===== src/rtl/proxy_connection_tracker_top_macros.svh =====
// ---------------------------------------------------------------------------
// proxy_connection_tracker_top_macros
// Assertion macros for the connection tracker.
// ---------------------------------------------------------------------------
`ifndef PROXY_CONNECTION_TRACKER_TOP_MACROS_SVH
`define PROXY_CONNECTION_TRACKER_TOP_MACROS_SVH
// assert that a implies b at the same edge
`define PCT_ASSERT_IMPL(label, clk, rstn, a, b) \
    label: assert property (@(posedge clk) disable iff (!rstn) (a) |-> (b)) \
        else $error("assertion failed");
// assert that a implies b at the next edge
`define PCT_ASSERT_NEXT(label, clk, rstn, a, b) \
    label: assert property (@(posedge clk) disable iff (!rstn) (a) |=> (b)) \
        else $error("assertion failed");
`endif


===== src/rtl/pct_pkg.sv =====
// ---------------------------------------------------------------------------
// pct_pkg
// Shared constants and types of the proxy connection tracker.
// ---------------------------------------------------------------------------
package pct_pkg;
    localparam int TABLE_ENTRIES_DEF = 4096;
    localparam int MAX_BACKENDS_DEF  = 256;
    localparam logic [23:0] TAG_MASK = 24'hFFFFFF;
    localparam logic [7:0]  BACKEND_MASK = 8'hFF;

    localparam logic [2:0] ACT_CONNECT      = 3'd0;
    localparam logic [2:0] ACT_RECV_CLIENT  = 3'd1;
    localparam logic [2:0] ACT_RECV_BACKEND = 3'd2;
    localparam logic [2:0] ACT_SEND_BACKEND = 3'd3;
    localparam logic [2:0] ACT_SEND_CLIENT  = 3'd4;
    localparam logic [2:0] ACT_REJECT       = 3'd5;
    localparam logic [2:0] ACT_RELEASE      = 3'd6;
    localparam logic [2:0] ACT_REARM        = 3'd7;

    localparam logic [2:0] OP_CONN_DONE    = 3'd0;
    localparam logic [2:0] OP_RECV_CLIENT  = 3'd1;
    localparam logic [2:0] OP_SEND_BACKEND = 3'd2;
    localparam logic [2:0] OP_RECV_BACKEND = 3'd3;
    localparam logic [2:0] OP_SEND_CLIENT  = 3'd4;

    localparam logic REG_NUM_BACKENDS = 1'b0;
    localparam logic REG_RECV_LIMIT   = 1'b1;

    // classified event handed from front to back
    typedef struct packed {
        logic        kind;
        logic [2:0]  op;
        logic [23:0] slot_id;
        logic [31:0] tag_generation;
        logic [31:0] outcome;
        logic        more;
    } event_t;

    // one result beat
    typedef struct packed {
        logic [2:0]  action;
        logic [11:0] out_slot;
        logic [31:0] out_generation;
        logic [7:0]  backend_index;
        logic [30:0] length;
        logic [30:0] client_handle;
        logic        last;
    } result_t;
endpackage


===== src/rtl/pct_front.sv =====
// ---------------------------------------------------------------------------
// pct_front
// Input stage: takes event beats and holds them in a two-entry queue.
// ---------------------------------------------------------------------------
module pct_front (
    input  logic            aclk,
    input  logic            aresetn,
    input  logic            s_tvalid,
    output logic            s_tready,
    input  pct_pkg::event_t s_evt,
    output logic            q_valid,
    input  logic            q_pop,
    output pct_pkg::event_t q_evt
);
    import pct_pkg::*;

    event_t     mem_reg [2];
    logic       wr_ptr_reg, rd_ptr_reg;
    logic [1:0] cnt_reg;
    logic       push;

    assign s_tready = (cnt_reg != 2'd2);
    assign push     = s_tvalid && s_tready;
    assign q_valid  = (cnt_reg != 2'd0);
    assign q_evt    = mem_reg[rd_ptr_reg];

    // queue storage
    always_ff @(posedge aclk) begin
        if (push) begin
            mem_reg[wr_ptr_reg] <= s_evt;
        end
    end

    // queue pointers
    always_ff @(posedge aclk) begin
        if (!aresetn) begin
            wr_ptr_reg <= 1'b0;
            rd_ptr_reg <= 1'b0;
            cnt_reg    <= 2'd0;
        end else begin
            if (push) wr_ptr_reg <= ~wr_ptr_reg;
            if (q_pop) rd_ptr_reg <= ~rd_ptr_reg;
            cnt_reg <= cnt_reg + {1'b0, push} - {1'b0, q_pop};
        end
    end
endmodule


===== config.mk =====
export PLATFORM = sky130hd
export DESIGN_NAME = pct_front
export DESIGN_NICKNAME = d
export VERILOG_FILES = /design/src/rtl/proxy_connection_tracker_top_macros.svh /design/src/rtl/pct_pkg.sv /design/src/rtl/pct_front.sv
export SDC_FILE = /design/constraint.sdc
export NUM_CORES = 1
export LEC_CHECK = 0
export BUFFER_PORTS_ARGS = -buffer_cell sky130_fd_sc_hd__clkbuf_2
export CORE_MARGIN = 2
export CORE_UTILIZATION = 56
export DETAILED_ROUTE_END_ITERATION = 10
export GPL_ROUTABILITY_DRIVEN = 1
export HOLD_SLACK_MARGIN = 0.12
export PLACE_DENSITY_LB_ADDON = 0.15
export SLEW_MARGIN = 20
export SYNTH_ARGS = -nofsm -noshare
export SYNTH_HDL_FRONTEND = slang
export SYNTH_SLANG_ARGS = --single-unit

===== constraint.sdc =====
create_clock -name aclk -period 8.7 [get_ports aclk]
set_input_delay 1.305 -clock aclk [delete_from_list [all_inputs] [get_ports aclk]]
set_output_delay 1.305 -clock aclk [all_outputs]
set_load 0.01 [all_outputs]

After elaboration in Yosys (flattened, before gate mapping)
Memories as Yosys holds them, arrays and structs flattened. A register that Yosys moved wholly into a read port is not among the register bits.
Index checks and enable logic that the tools add are counted.
{"block": "op_classes", "reduce_logical": 2, "n_addsub": 2, "n_eq_ne": 1, "n_mux": 4, "bitwise_logic": 2}
{"operator": "two-way mux 1 bit", "count": 4}
{"operator": "adder 2 x 1 -> 2 bit", "count": 1}
{"operator": "!= test 2 bit (second input constant)", "count": 1}
{"operator": "NOT 1 bit", "count": 2}
{"operator": "nonzero test 2 bit", "count": 1}
{"operator": "subtractor 2 x 1 -> 2 bit", "count": 1}
{"operator": "logical AND 1 bit", "count": 1}
{"block": "word_totals", "output_inout_bits": 95, "n_memories": 1, "mem_bits_rw": 186, "regBits": 4, "input_bits": 97}
{"name": "mem_reg", "words": 2, "word_bits": 93, "rd": 1, "rd_clocked_by_memory_dff": 1, "wr": 1, "line_no": "pct_front.sv:17", "source": "event_t mem_reg [2];"}

Longest topological paths before layout
Gate-level depths: netlist (run 1).
{"block": "depth", "depth_word": 4, "ltp_mapped": 7, "depth_no_buf": 7}

Worst setup path before layout (run 1)
Ideal clock, no wire load.
{"block": "synth_path", "kind": "input to register", "startpoint": "input s_tvalid", "endpoint": "memory mem_reg[1][0] (netlist name), enable pin", "setup_time_ps": 463, "path_slack_ps": 4724, "path_stages": 1, "required_ps": 8237, "arrival_ps": 3513, "path_cell_list": "and3_1"}
{"block": "synth_via", "elab_chain_len": 3}
{"element": "from (decl)", "line_no": "pct_front.sv:8", "source": "input logic s_tvalid,"}
{"element": "logical AND 1 bit", "line_no": "pct_front.sv:23", "source": "assign push = s_tvalid && s_tready;"}
{"element": "two-way mux 1 bit", "line_no": "pct_front.sv:29", "source": "if (push) begin"}
{"element": "two-way mux 1 bit (implied by the code)", "line_no": "pct_front.sv:30", "source": "mem_reg[wr_ptr_reg] <= s_evt;"}
{"element": "to (decl)", "line_no": "pct_front.sv:17"}
Every way passes these cells.

==> flow_summary.toml, run 1 <==
[worst_setup_path]
r2r_slack_ns = 6.40
path_delay_family = "flip-flops"
startpoint_type = "register"
crit_slowest_cell = "dfxtp_4"
path_cells = "buf_4, mux2_2, clkbuf_2"
r2r-start = "cnt_reg[0]"
critPathBufInv = 2
cp.arrival_ns = 2.65
max_stage_delay_ns = 0.90
crit_fanout = 50
worstSetupEndpointType = "primary output"
critical_path_class = "reg2out"
cp.required_ns = 7.39

[global_routing]
grt_pass1_wl_um = 19200
grt_pass1_vias = 3841
globalRouteOverflowTotal = 0
antenna_found_initial = 0
track_usage_pct = 18.3
grt_max_degree = 59

[yosys]
syn-num-nets = 415
synth.cell_area_sq_um = 7260
syn_area_per_cell_sq_um = 22.9
synth_cell_type_count = 25
postSynthCellCount = 317
ys_warn_count = 0
synth-seq-area-share_pct = 78.3
ys_seq_elements = 191

[power_and_ir_drop]
irDropWorstVdd_uv = 164
power_leakage_nw = 3.57
power_density_nw_per_um2 = 245
total_power_mw = 2.20

[layout]
largest_reg_flops = 186
num_antenna_cells = 0
fill_cells = 849
finalNetCount = 618
finalNonFillerCells = 704
final_common_cell = "clkbuf_2"
drive_above_1_share_pct = 60.0
final_cell_mix = "191 x clkbuf_2, 186 x edfxtp_1, 70 x mux2_4"
area_delta_synth_final_pct = 23.5

[cts]
htree_num_levels = 4
post_cts_buffers = 0
cts_root_buf = "clkbuf_16"
cts_tree = "yes"
cts_buffer_depth = 2
cts_resized = 0
cts_made_buffers = 17
ctsHoldBuffers = 0
insertion_delay_ns = 0.41
path_clk_slew_ns = 0.06
clock-sinks = 191

[detailed_routing]
drc_errors = 0
avgRoutedWirePerCell_um = 17.4
dr_total_vias = 3542
vias_per_cell = 5.03
routed_wl_um = 12200
ant_nets = 0
drt_iter0_drc = 144
first_pass_iters = 4

[sta]
finalSetupViolCount = 0
period_share_pct = 45.4
timing.final.ws_setup_ns = 4.75
whs_ns = 0.585
worst_slew_pin_slew_ns = 0.843
slew_violations = 0
fmax_ghz = 0.253
skew_ns = 0.00717
finalHoldViolations = 0
fin_setup_tns_ns = 0
finalCriticalPeriod_ns = 3.95
slew-limit-headroom_pct = 43.8
rsz0062_at_grt = "false"

[die]
die-height_um = 118
rows = 41
core_area_sq_um = 12600
die-area_sq_um = 13900
ios = 192
die_x_um = 118
start_util_pct = 57.5

[placement]
hpwl_um = 8000
post-place-cells = 673
place.gp.congestion = 0.745
io_buffers = 191
pre_cts_ws_ns = 5.14

[min_path]
min_path_type = "reg2reg"
hold_start = "rd_ptr_reg"

[job]
max_cap_violations = 0

[outcome]
status = "finished clean"
stage by stage:
| stage | cell area [sq um] | util (%) |
|---|---|---|
| 2_1_floorplan | 7260 | - |
| 3_3_place_gp | 8370 | 66.3 |
| 3_5_place_dp | 8370 | 66.3 |
| 4_1_cts | 8970 | 71.1 |
| 5_1_grt | 8970 | 71.1 |
| 6_report | 8970 | 71.1 |
synthesized netlist by cell type:
| cell | number | area (sq um) |
|---|---|---|
| mux2_2 | 23 | 259 |
| edfxtp_1 | 186 | 5590 |
| a21boi_1 | 1 | 7.51 |
| a21bo_2 | 1 | 10.0 |
| mux2_4 | 70 | 1050 |
| xor2_1 | 1 | 8.76 |
| nand3_1 | 1 | 5.00 |
| buf_2 | 2 | 10.0 |
| a211oi_1 | 1 | 7.51 |
| xnor2_1 | 1 | 8.76 |
| a21boi_2 | 1 | 11.3 |
| nand2_1 | 2 | 7.51 |
| or2_2 | 1 | 6.26 |
| mux2i_1 | 1 | 10.0 |
| and2_1 | 3 | 18.8 |
| a211o_1 | 1 | 8.76 |
| nand2b_1 | 1 | 6.26 |
| nor4b_1 | 1 | 8.76 |
| buf_4 | 1 | 7.51 |
| nand3b_1 | 2 | 15.0 |
| dfxtp_1 | 5 | 100 |
| and3_1 | 1 | 6.26 |
| inv_1 | 2 | 7.51 |
| buf_6 | 7 | 78.8 |
| ha_1 | 1 | 12.5 |
layout make-up:
cell class / instances / area [sq um] / share of cell area (%)
clock inverter: 12 / 168 / 1.87
multi-input combinational: 114 / 1470 / 16.4
sequential: 191 / 5690 / 63.4
tap: 172 / 215 / 2.40
inverter: 2 / 10.0 / 0.112
clock buffer: 19 / 433 / 4.83
timing repair buffer: 194 / 978 / 10.9
tightest hold or removal path, stage by stage (launching register included):
cell	delay (ns)
dfxtp_1	0.33
xor2_1	0.07
and2_1	0.14
per-layer routing:
metal  GRT usage (%)  wire length (um)
met4            8.28               230
met2            31.6              6400
met5               0                 0
met3            6.06               883
met1            20.7              4710
power breakdown:
part | leakage, nW | internal (mW) | switching, mW | total [mW]
clock | 0.294 | 0.477 | 0.304 | 0.781
sequential | 1.78 | 1.10 | 0.0309 | 1.13
combinational | 1.50 | 0.145 | 0.141 | 0.286
total | 3.57 | 1.72 | 0.476 | 2.20
final timing paths:
check / to / depth (start not counted)
max: q_evt[1] / 3
min: register / 2
min reg2reg: register / 2
max reg2reg: mem_reg[0][80] / 4
cells by family (layout without fill, tap and decap cells):
kind of cell | Yosys count | after routing | share of synthesized area [%]
adders and majority gates | 1 | 1 | 0.172
AOI/OAI and AO/OA | 5 | 5 | 0.621
xor gates and xnor gates | 2 | 2 | 0.241
buffers and inverters | 12 | 227 | 1.43
muxes | 94 | 94 | 18.2
DFF | 191 | 191 | 78.3
and+or+nand+nor | 12 | 12 | 1.02
(Power assumes the default switching activity.)
==> run 2: changes to the inputs <==
- CORE_UTILIZATION: 56 -> 47
- clock period: 8.7 -> 3.45 ns (I/O delays scaled with it)
==> flow_summary.toml, run 2 (same netlist as run 1, synthesis figures left out) <==
[outcome]
status = "finished clean"

[placement]
place_area_sq_um = 8440
place.gp.congestion = 0.760
pre_cts_ws_ns = 1.34
post-place-cells = 693
io_buffers = 191
hpwl_um = 8340

[power_and_ir_drop]
power_leakage_nw = 3.61
power_density_nw_per_um2 = 623
irDropWorstVdd_uv = 361
total_power_mw = 5.65

[cts]
post_cts_buffers = 0
cts_root_buf = "clkbuf_16"
cts_made_buffers = 17
ctsHoldBuffers = 0
cts_resized = 0
cts_tree = "yes"
htree_num_levels = 4
insertion_delay_ns = 0.42
path_clk_slew_ns = 0.07
cts_buffer_depth = 2
clock-sinks = 191

[layout]
largest_reg_flops = 186
num_antenna_cells = 0
final_cell_mix = "191 x clkbuf_2, 186 x edfxtp_1, 70 x mux2_4"
finalNonFillerCells = 725
final_common_cell = "clkbuf_2"
finalNetCount = 622
drive_above_1_share_pct = 60.3
final_area_sq_um = 9070
utilization_pct = 59.9
area_delta_synth_final_pct = 24.9

[die]
die-height_um = 128
core_area_sq_um = 15100
start_util_pct = 47.9
rows = 45
ios = 192
die-area_sq_um = 16500
die_x_um = 128

[global_routing]
antenna_found_initial = 0
track_usage_pct = 15.4
grt_pass1_vias = 3604
grt_pass1_wl_um = 18600
grt_max_degree = 50
globalRouteOverflowTotal = 0

[sta]
finalSetupViolCount = 0
finalHoldViolations = 0
fmax_ghz = 0.404
slew-limit-headroom_pct = 59.3
period_share_pct = 71.7
worst_slew_pin_slew_ns = 0.610
timing.final.ws_setup_ns = 0.976
rsz0062_at_grt = "false"
skew_ns = 0.00745
fin_setup_tns_ns = 0
whs_ns = 0.281
slew_violations = 0
finalCriticalPeriod_ns = 2.47

[detailed_routing]
routed-wl-met3_um = 819
top_layer = "met4"
first_pass_iters = 4
wl_met2_um = 6360
ant_nets = 0
drc_errors = 0
drt_iter0_drc = 203
vias_per_cell = 4.86
routed_wl_um = 12400
avgRoutedWirePerCell_um = 17.1
wl_met1_um = 5110
dr_total_vias = 3527

[worst_setup_path]
path_cells = "buf_4, mux2_2, clkbuf_2"
crit_fanout = 26
max_stage_delay_ns = 0.66
cp.arrival_ns = 1.96
cp.required_ns = 2.93
critical_path_class = "reg2out"
startpoint_type = "register"
crit_slowest_cell = "dfxtp_4"
critPathBufInv = 2
worstSetupEndpointType = "primary output"
path_delay_family = "flip-flops"

[job]
max_cap_violations = 0

[min_path]
min_path_type = "in2reg"
-- run 2: cell count changes in the layout (fill, tap and decap cells not counted) --
cell        previous run  this run
clkinv_2               2         3
bufinv_16              4         5
clkinvlp_4             0         1
buf_4                  3         5
buf_12                 0         2
clkinv_4               2         0
-- run 2: power breakdown --
| group | switching [mW] | total, mW | internal, mW |
|---|---|---|---|
| Combinational | 0.371 | 0.747 | 0.376 |
| Clock | 0.786 | 2.06 | 1.28 |
| Sequential | 0.0646 | 2.84 | 2.78 |
| Total | 1.22 | 5.65 | 4.43 |
-- run 2: metal layers --
layer	vias up	GRT usage (%)
met5	-	0
met4	0	5.43
met3	15	6.30
met2	112	26.1
met1	1721	17.8
li1	1679	-
-- run 2: final timing paths --
check        startpoint        endpoint  slack [ns]  cells after the start
min           s_evt[19]  mem_reg[0][19]        0.28                      1
max reg2reg  cnt_reg[0]   mem_reg[0][2]        1.44                      4
min reg2reg  rd_ptr_reg        register        0.57                      2
max            register        q_evt[5]        0.98                      3
-- run 2: final cells by class --
cell class | count | area, sq um
inverters | 2 | 10.0
flip-flops and latches | 191 | 5690
clock buffers | 19 | 433
repair buffers | 198 | 1030
multi-input cells | 114 | 1470
clock inverters | 13 | 193
fillers | 1122 | 6080
well taps | 188 | 235
-- run 2: worst reg2reg max path, delay by kind of cell (launching register included) --
kind	cells	cell delay [ns]
flip-flops	1	0.38
buffers and inverters	2	0.86
AND/OR/NAND/NOR	2	0.41
